[src/hdl/lmss_pkg.sv]
// ----------------------------------------------------------------------------
// lmss_pkg
// Shared types and constants for the logistic map sequence block.
// ----------------------------------------------------------------------------
package lmss_pkg;

    localparam int RATE_FRAC = 29;
    localparam int SEED_W    = 32;
    localparam int COEF_W    = 16;
    localparam int POS_W     = 6;
    localparam int STAT_W    = 2;

    typedef enum logic [STAT_W-1:0] {
        ST_OK      = 2'd0,
        ST_ORDER   = 2'd1,
        ST_LENGTH  = 2'd2
    } t_status;

    // Request as classified by the front end.
    typedef struct packed {
        logic [SEED_W-1:0] seed;
        logic [SEED_W-1:0] rate;
        logic [COEF_W-1:0] start;
        logic [COEF_W:0]   len;     // N, 1..MAX_LEN only when not error
        t_status           status;
    } t_req;

    typedef enum logic [2:0] {
        S_IDLE,
        S_ERR,
        S_ITER,
        S_SCALE,
        S_DIV,
        S_EMIT
    } t_state;

endpackage

[src/hdl/lmss_front.sv]
// ----------------------------------------------------------------------------
// lmss_front
// Accepts requests, checks bounds and queues them for the back end.
// ----------------------------------------------------------------------------
module lmss_front #(
    parameter int MAX_LEN = 64
) (
    input  logic             i_clk,
    input  logic             i_rst_n,
    input  logic             i_valid,
    output logic             o_ready,
    input  logic [31:0]      i_seed,
    input  logic [31:0]      i_rate,
    input  logic [15:0]      i_start,
    input  logic [15:0]      i_end,
    output logic             o_req_valid,
    input  logic             i_req_ready,
    output lmss_pkg::t_req   o_req
);
    import lmss_pkg::*;

    // two-entry queue
    t_req       r_q [2];
    logic [1:0] r_cnt;
    logic       r_wp, r_rp;
    t_req       w_in;
    logic       w_push, w_pop;

    always_comb begin
        w_in.seed  = i_seed;
        w_in.rate  = i_rate;
        w_in.start = i_start;
        w_in.len   = {1'b0, i_end} - {1'b0, i_start};
        if (i_start > i_end) begin
            w_in.status = ST_ORDER;
        end else if (i_end == i_start ||
                     ({1'b0, i_end} - {1'b0, i_start}) > (COEF_W+1)'(MAX_LEN)) begin
            w_in.status = ST_LENGTH;
        end else begin
            w_in.status = ST_OK;
        end
    end

    assign o_ready     = (r_cnt != 2'd2);
    assign o_req_valid = (r_cnt != 2'd0);
    assign o_req       = r_q[r_rp];
    assign w_push      = i_valid && o_ready;
    assign w_pop       = o_req_valid && i_req_ready;

    always_ff @(posedge i_clk) begin
        if (!i_rst_n) begin
            r_cnt <= '0;
            r_wp  <= 1'b0;
            r_rp  <= 1'b0;
        end else begin
            if (w_push) r_wp <= ~r_wp;
            if (w_pop)  r_rp <= ~r_rp;
            r_cnt <= r_cnt + {1'b0, w_push} - {1'b0, w_pop};
        end
    end

    always_ff @(posedge i_clk) begin
        if (w_push) r_q[r_wp] <= w_in;
    end

endmodule

[config.mk]
export PLATFORM = sky130hd
export DESIGN_NAME = lmss_front
export DESIGN_NICKNAME = d
export VERILOG_FILES = /design/src/hdl/lmss_pkg.sv /design/src/hdl/lmss_front.sv
export SDC_FILE = /design/constraint.sdc
export NUM_CORES = 1
export LEC_CHECK = 0
export BUFFER_PORTS_ARGS = -buffer_cell sky130_fd_sc_hd__buf_4
export CAP_MARGIN = 5
export CORE_MARGIN = 1.5
export CORE_UTILIZATION = 40
export CTS_CLUSTER_SIZE = 20
export DETAILED_ROUTE_END_ITERATION = 7
export PLACE_DENSITY_LB_ADDON = 0.15
export SYNTH_ARGS = -nofsm -noshare
export SYNTH_HDL_FRONTEND = slang
export SYNTH_SLANG_ARGS = --single-unit
export TNS_END_PERCENT = 5
[constraint.sdc]
create_clock -name i_clk -period 8.5 [get_ports i_clk]
set_input_delay 1.7 -clock i_clk [delete_from_list [all_inputs] [get_ports i_clk]]
set_output_delay 1.7 -clock i_clk [all_outputs]
set_load 0.01 [all_outputs]
==> results.txt, run 1 <==
nets@finish: 821
gr ovfl total: 0
commonest non-fill, non-tap cell in the layout: buf_4
Rel. slew slack: 47.57%
Worst setup SP type: register
Slew @ Worst Pin: 0.7865 ns
syn_nets: 605
Initial Utilization: 41.19%
Synth top area share: 70.65%
CTS tree: built
Seq/Total Area, Yosys: 71.84%
Peak VDD IR: 156.6 uV
Post-synth EDFFs: 198
Antenna Nets Post-Route: 0
hold-fix buffers at CTS: 0
status: finished, final reports clean
internal power: 0.002222 W
first-pass GRT wire length: 26840 um
via-per-instance ratio: 4.940
Gate power share: 25.4%
Pre-antenna DRT Iters: 5
HP Class: register to register
PortBufs: 200
CTS root buf: clkbuf_16
die area: 0.02192 mm2
Placer Congestion: 0.8722
Achievable Freq: 233.0 MHz
diode count: 0
Net Switching: 0.0008118 W
Wirelength per Cell: 17.22 um
Remaining DRCs: 0
final setup margin: 4.209 ns
highest-count cells in the layout ignoring fill and taps: 204 x buf_4, 198 x edfxtp_1, 99 x mux2_2
Distinct cells, synth: 57
pin count of the biggest net entering global routing: 55
Critical-path top delay cell: dfxtp_4
clock sinks: 203
WP depth: 3
Buf/Inv on CP: 2
power per cell area: 276.2 mW/mm2
clock latency on the worst-skew pair: 0.51 ns
DP Worst Slack: 4.295 ns
crit path cell chain: buf_4 > mux2_2 > buf_4
Max Fanout on Critical Path: 50
Core Rows: 52
HPWL Detailed: 11460 um
share of layout cells above drive strength 1: 49.79%
final slew viol count: 0
Mean Syn Cell Area: 17.32 um2
post-cts resize count: 0
core area: 0.02043 mm2
Area growth, synth to finish: 30.49%
Seq pwr share: 43.3%
largest delay contributor family on the critical path: buffers and inverters
period utilization: 50.49%
setup_tns: 0 ns
Mapped Area: 0.008416 mm2
leakage: 4.163 nW
Worst Skew: 0.005729 ns
WS Path Type: register to primary output
asr flop ratio synth: 0%
min cycle time layout: 4.291 ns
Clock Power Share: 31.3%
#FFs+latches synth: 203
initial antenna violation count: 0
ys flop type: edfxtp_1
Critical Path Most Common Cell: buf_4
RSZ-0062 raised after global routing: no
final hold violations: 0
Die Y: 148.1 um
WP data required: 6.80 ns
WL final: 17030 um
crit path DAT: 2.59 ns
Yosys top cell by area: edfxtp_1
Setup Fix Bufs, Post-CTS: 0
CP Capture Type: primary output
1st-iter DRT viols: 253
max incr delay on CP: 0.78 ns
cell count after synthesis: 486
top cells by area, synth: edfxtp_1 71%, mux2_2 13%, ha_1 2.7%
Top Ports: 201
total CTS buffers: 23
All-Layer GR Usage: 15.46%
Max-Cap Viols: 0
CTS H-tree depth: 1
endpoints failing setup: 0
Min-Delay Path Depth: 2
via count: 4886
reg2reg path depth: 5
switching share of power: 26.76%
Die W: 148.1 um
Synthesis Warnings: 0
vias in the first global route: 5337
clk slew on worst S/H paths: 0.06 ns
Max Root-Sink Buffers: 3
flip-flops by register name, summed over array words and instances (netlist names), named ones only:
name / flops
r_cnt: 2
r_q: 198
r_rp: 1
r_wp: 1
power groups by stage:
stage          clock network [W]  registers [W]  logic (W)
2_1_floorplan                  0        0.00131   0.000456
3_3_place_gp                   0        0.00133   0.000776
3_5_place_dp                   0        0.00134   0.000783
4_1_cts                 0.000973        0.00132   0.000788
5_1_grt                  0.00102        0.00133   0.000834
6_report                0.000948        0.00131   0.000771
stage by stage:
stage / hold slack (ns) / instances / total power, W / utilization, % / cell area (um2)
global route: 0.6020 / 989 / 0.003182 / 53.75 / 10980
floorplan: 0.5042 / 486 / 0.001768 / - / 8416
global placement: 0.5254 / 947 / 0.002107 / 50.13 / 10240
detailed placement: 0.5541 / 947 / 0.002122 / 50.13 / 10240
CTS: 0.5579 / 989 / 0.003080 / 53.75 / 10980
finish: 0.5579 / 989 / 0.003033 / 53.75 / 10980
layout make-up:
type                    count  area [um2]
fillers                  1747        9448
flip-flops and latches    203        6050
multi-input cells         240        2211
repair buffers            204        1531
clock buffers              25       583.1
well taps                 270       337.8
clock inverters            17       156.4
inverters                  30       112.6
cell families (layout without fill, tap and decap cells):
family | Yosys count | count (layout) | synth area share, %
AND/OR/NAND/NOR | 58 | 58 | 4.074
adder cells (fa/ha/maj) | 19 | 19 | 2.914
XOR/XNOR | 13 | 13 | 1.353
multiplexers | 101 | 101 | 13.49
AO/OA/AOI/OAI | 49 | 49 | 4.297
flip-flops | 203 | 203 | 71.84
buffers and inverters | 43 | 276 | 2.037
synth_stat cells, types with 2 or more instances:
cell type	number
nand3_1	3
and2_1	5
nand2b_1	3
mux2i_1	2
dfxtp_1	5
a21oi_2	4
edfxtp_1	198
xor2_1	4
nor2b_1	3
nor2_1	11
o311ai_0	2
nand2_1	7
nand3b_1	3
o21a_1	4
clkbuf_1	10
mux2_2	99
nand4_1	3
xnor2_1	9
inv_1	29
a31oi_1	3
and3_1	2
ha_1	18
nand4b_1	2
o21ai_0	7
nor3_1	3
o211ai_1	2
or2_2	2
buf_2	2
nor4_1	2
a21oi_1	12
worst reg2reg max path: cells and delay by family (launching register included):
kind                   cells  cell delay, ns
DFF                        1            0.34
buffers and inverters      2            1.27
and+or+nand+nor            3            0.37
metal layers:
layer  vias up  share of wire, %  track usage, %
met5         -                 0               0
met4         0               2.7           4.703
met3        38               7.1           3.865
met2       171                49           27.27
met1      2370                41           18.71
li1       2307                 -               -
final timing paths:
| kind | start | to | slack (ns) |
|---|---|---|---|
| max | register | o_req[8] | 4.21 |
| min | r_rp$_SDFFE_PN0P_ | register | 0.56 |
| max reg2reg | r_cnt[0]$_SDFF_PN0_ | r_q[0][92]$_DFFE_PP_ | 6.11 |
| min reg2reg | r_rp$_SDFFE_PN0P_ | register | 0.56 |
(Power assumes the default switching activity.)
==> run 2, diff against run 1 <==
==> constraint.sdc (replaced) <==
create_clock -name i_clk -period 4 [get_ports i_clk]
set_input_delay 0.8 -clock i_clk [delete_from_list [all_inputs] [get_ports i_clk]]
set_output_delay 0.8 -clock i_clk [all_outputs]
set_load 0.01 [all_outputs]
==> run 2 against run 1 <==
Die area unchanged. Clock power up 100%. Sequential share of layout area up 0.075 points. Register-to-register slack got worse by 4.0 ns. First-iteration DRC count did not move. Sequential cell count unchanged. Hold slack got worse by 0.075 ns. Clock skew rose by 0.0057 ns. Non-clock buffer count grew 2. Via count down 1.1%. Total power is 110% higher. Largest power group unchanged.
==> results.txt, run 2 (synthesis gave the netlist of run 1 again) <==
power per cell area: 580.1 mW/mm2
Core Rows: 52
WL final: 16980 um
CTS H-tree depth: 1
Die Y: 148.1 um
hold-fix buffers at CTS: 0
pin count of the biggest net entering global routing: 52
Top Ports: 201
commonest non-fill, non-tap cell in the layout: buf_4
placed inst area: 0.01027 mm2
max reg flops: 198
Remaining DRCs: 0
All-Layer GR Usage: 15.29%
clock sinks: 203
1st-iter DRT viols: 253
Die W: 148.1 um
Largest Register: r_q
hold_ws: 0.4828 ns
HPWL Detailed: 11620 um
crit path DAT: 2.24 ns
vias in the first global route: 5206
final slew viol count: 0
Antenna Nets Post-Route: 0
Peak VDD IR: 366.1 uV
Worst setup SP type: register
Wirelength per Cell: 17.18 um
Max Root-Sink Buffers: 3
Area growth, synth to finish: 30.32%
leakage: 4.155 nW
Post-Layout Cell Count: 988
Setup Fix Bufs, Post-CTS: 0
die area: 0.02192 mm2
# fillers: 1737
Max-Cap Viols: 0
share of layout cells above drive strength 1: 49.44%
via count: 4833
Initial Utilization: 41.19%
Achievable Freq: 328.6 MHz
Total Power: 0.006362 W
Max Fanout on Critical Path: 45
CTS tree: built
min cycle time layout: 3.043 ns
placed cells: 949
period utilization: 76.08%
final hold violations: 0
Worst Skew: 0.01145 ns
endpoints failing setup: 0
clk slew on worst S/H paths: 0.06 ns
setup_tns: 0 ns
final instance area: 0.01097 mm2
core area: 0.02043 mm2
gr ovfl total: 0
nets@finish: 822
WS Path Type: register to primary output
PortBufs: 200
HP Class: input port to register
clock latency on the worst-skew pair: 0.50 ns
post-cts resize count: 0
Pre-antenna DRT Iters: 6
via-per-instance ratio: 4.892
Placer Congestion: 0.8398
RSZ-0062 raised after global routing: no
Rel. slew slack: 51.77%
total CTS buffers: 22
status: finished, final reports clean
highest-count cells in the layout ignoring fill and taps: 205 x buf_4, 198 x edfxtp_1, 99 x mux2_2
Slew @ Worst Pin: 0.7235 ns
Largest regs: r_q: 198 flops, r_cnt: 2 flops
diode count: 0
WP data required: 3.20 ns
initial antenna violation count: 0
first-pass GRT wire length: 26570 um
CP Capture Type: primary output
CTS root buf: clkbuf_16
[run 2: cell count changes in the layout (fill, tap and decap cells not counted), sizes merged]
cell      change
inv           -1
buf           +2
clkinvlp      -1
clkbuf        +3
clkinv        -4
[run 2: cell type report]
cell class	count	area [um2]	area share, %
Clock buffer	28	583.1	5.317
Tap cell	270	337.8	3.080
Sequential cell	203	6050	55.16
Multi-Input combinational cell	240	2211	20.16
Timing Repair Buffer	206	1559	14.22
Clock inverter	11	113.9	1.038
Inverter	30	112.6	1.027
[run 2: worst paths after layout]
| check | from | endpoint | slack, ns | cells past startpoint |
|---|---|---|---|---|
| setup / recovery | register | o_req[45] | 0.96 | 3 |
| hold / removal | i_rate[20] | r_q[1][55]$_DFFE_PP_ | 0.48 | 1 |
| setup reg to reg | r_cnt[0]$_SDFF_PN0_ | r_q[1][32]$_DFFE_PP_ | 2.07 | 3 |
| hold reg to reg | r_rp$_SDFFE_PN0P_ | register | 0.53 | 2 |
[run 2: through the flow]
| stage | worst slack, ns | util [%] |
|---|---|---|
| after floorplan | 0.09466 | - |
| after global placement | 0.7228 | 50.27 |
| after detailed placement | 0.6717 | 50.27 |
| after CTS | 0.8929 | 53.68 |
| after global routing | 0.8320 | 53.68 |
| final | 0.9569 | 53.68 |
[run 2: worst max-delay path, cell delays in order, from the launching register on]
cell and delay [ns]:
dfxtp_4 0.76, buf_4 0.42, mux2_2 0.38, buf_4 0.15
[run 2: per-layer routing]
layer | wire [um] | part of all wire (%) | vias to the layer above | track usage, %
li1 | - | - | 2303 | -
met1 | 7220 | 43 | 2350 | 19.22
met2 | 8304 | 49 | 158 | 26.71
met3 | 1171 | 6.9 | 22 | 3.804
met4 | 280 | 1.6 | 0 | 3.515
met5 | 0 | 0 | - | 0
[run 2: where the power goes]
part | internal [W] | leakage (nW) | switching, W
combinational | 0.000866 | 1.93 | 0.000788
clock | 0.00116 | 0.338 | 0.000759
sequential | 0.00267 | 1.89 | 0.000118
==> run 3, diff against run 2 <==
==> constraint.sdc (replaced) <==
create_clock -name i_clk -period 2.9 [get_ports i_clk]
set_input_delay 0.58 -clock i_clk [delete_from_list [all_inputs] [get_ports i_clk]]
set_output_delay 0.58 -clock i_clk [all_outputs]
set_load 0.01 [all_outputs]
==> run 3 against run 2 <==
Cell count is 1.7% higher. Largest power group unchanged. Highest routed layer unchanged. Setup slack got worse by 0.72 ns. Clock-buffer cell count increased by 1. Total power increased by 41%.
==> results.txt, run 3 (synthesis gave the netlist of run 1 again) <==
commonest non-fill, non-tap cell in the layout: buf_4
Die Y: 148.1 um
final instance area: 0.01115 mm2
reg2reg setup slack: 1.06 ns
Rel. slew slack: 61.29%
placed inst area: 0.01044 mm2
Achievable Freq: 374.9 MHz
max incr delay on CP: 0.49 ns
Critical Path Most Common Cell: inv_1
final setup margin: 0.2328 ns
core area: 0.02043 mm2
RSZ-0062 raised after global routing: no
Seq pwr share: 42.4%
Pre-antenna DRT Iters: 4
final hold violations: 0
via-per-instance ratio: 4.928
Worst setup SP type: input port
CP Capture Type: register
All-Layer GR Usage: 15.63%
crit path DAT: 2.90 ns
vias in the first global route: 5333
Antenna Nets Post-Route: 0
Remaining DRCs: 0
switching share of power: 25.83%
leakage: 4.263 nW
Buf/Inv on CP: 3
CP Launch Point: i_end[0]
Die W: 148.1 um
first-pass GRT wire length: 27100 um
r2r endpoint: r_cnt[1]$_SDFF_PN0_
# fillers: 1722
WP data required: 3.13 ns
Clock Power Share: 30.7%
PortBufs: 200
Core Rows: 52
Largest Register: r_q
Max Root-Sink Buffers: 3
Peak VDD IR: 413.6 uV
highest-count cells in the layout ignoring fill and taps: 222 x buf_4, 198 x edfxtp_1, 99 x mux2_2
hold_ws: 0.2680 ns
post-cts resize count: 0
clock latency on the worst-skew pair: 0.50 ns
CTS root buf: clkbuf_16
period utilization: 91.97%
HPWL Detailed: 11920 um
WS Path Type: input port to register
status: finished, final reports clean
Setup Fix Bufs, Post-CTS: 0
min cycle time layout: 2.667 ns
Slew @ Worst Pin: 0.5807 ns
Net Switching: 0.002317 W
largest delay contributor family on the critical path: compound AO/OA/AOI/OAI gates
1st-iter DRT viols: 224
power per cell area: 804.5 mW/mm2
HP Class: input port to register
CTS tree: built
clock sinks: 203
total CTS buffers: 22
die area: 0.02192 mm2
nets@finish: 841
Max Fanout on Critical Path: 4
Reg-to-Reg Start: r_cnt[1]$_SDFF_PN0_
Wirelength per Cell: 17.21 um
Top Ports: 201
crit path cell chain: buf_4 > inv_1 > ha_1 > inv_1 > fa_1 > a21oi_2 > o211a_4 > o21ai_2 > o311ai_0 > o311ai_1 > nor4_1 > a31oi_1
Critical-path top delay cell: o311ai_0
Area growth, synth to finish: 32.52%
Largest regs: r_q: 198 flops, r_cnt: 2 flops
CTS H-tree depth: 1
gr ovfl total: 0
via count: 4953
share of layout cells above drive strength 1: 50.88%
Worst Skew: 0.01444 ns
DP Worst Slack: -0.2568 ns
endpoints failing setup: 0
diode count: 0
Initial Utilization: 41.19%
max reg flops: 198
internal power: 0.006655 W
Placer Congestion: 0.8673
clk slew on worst S/H paths: 0.06 ns
setup_tns: 0 ns
initial antenna violation count: 0
hold-fix buffers at CTS: 0
final slew viol count: 0
CP endpoint: r_q[1][1]$_DFFE_PP_
Gate power share: 26.9%
WP depth: 12
Max-Cap Viols: 0
pin count of the biggest net entering global routing: 67
WL final: 17300 um
reg2reg path depth: 8
## run 3: cell types whose count changed in the layout (fill, tap and decap cells not counted), sizes merged
cell and delta:
clkinv -4, bufinv +1, buf +19, clkbuf +1
## run 3: layout make-up
class,count,area (um2),share of cell area [%]
clock inverters,8,116.4,1.043
flip-flops and latches,203,6050,54.25
multi-input cells,240,2211,19.83
well taps,270,337.8,3.029
repair buffers,225,1727,15.48
clock buffers,29,598.1,5.363
inverters,30,112.6,1.010
## run 3: worst register-to-register path, stage by stage, from the launching register on
cell and delay [ns]:
dfxtp_1 0.33, or2_2 0.31, and2_1 0.20, ha_1 0.28, inv_1 0.04, ha_1 0.17
xnor2_1 0.13, xnor2_1 0.12, and2_1 0.15
## run 3: stage by stage
stage               utilization, %  instances  total power [W]
floorplan                        -        486         0.005157
global placement             51.09        968         0.006269
detailed placement           51.09        968         0.006314
CTS                          54.59       1005         0.009122
global route                 54.59       1005         0.009412
finish                       54.59       1005         0.008972
## run 3: per-layer routing
layer	up-vias	GRT usage (%)	part of all wire, %
met4	0	5.149	2.6
met5	-	0	0
li1	2348	-	-
met2	174	27.01	49
met3	37	3.834	7.4
met1	2394	19.28	41
## run 3: worst min path at each step
stage                       from                    to  cells past startpoint
2_1_floorplan  r_rp$_SDFFE_PN0P_              register                      2
3_3_place_gp   r_rp$_SDFFE_PN0P_     r_rp$_SDFFE_PN0P_                      2
3_5_place_dp   r_rp$_SDFFE_PN0P_              register                      2
4_1_cts                i_seed[6]  r_q[0][73]$_DFFE_PP_                      1
5_1_grt                i_seed[2]  r_q[0][69]$_DFFE_PP_                      1
6_report               i_rate[6]  r_q[0][41]$_DFFE_PP_                      1
## run 3: power groups by stage
stage / sequential, W / combinational (W) / clock (W)
2_1_floorplan: 0.00382 / 0.00134 / 0
3_3_place_gp: 0.00385 / 0.00242 / 0
3_5_place_dp: 0.00387 / 0.00244 / 0
4_1_cts: 0.00381 / 0.00246 / 0.00285
5_1_grt: 0.00384 / 0.00260 / 0.00297
6_report: 0.00380 / 0.00241 / 0.00276
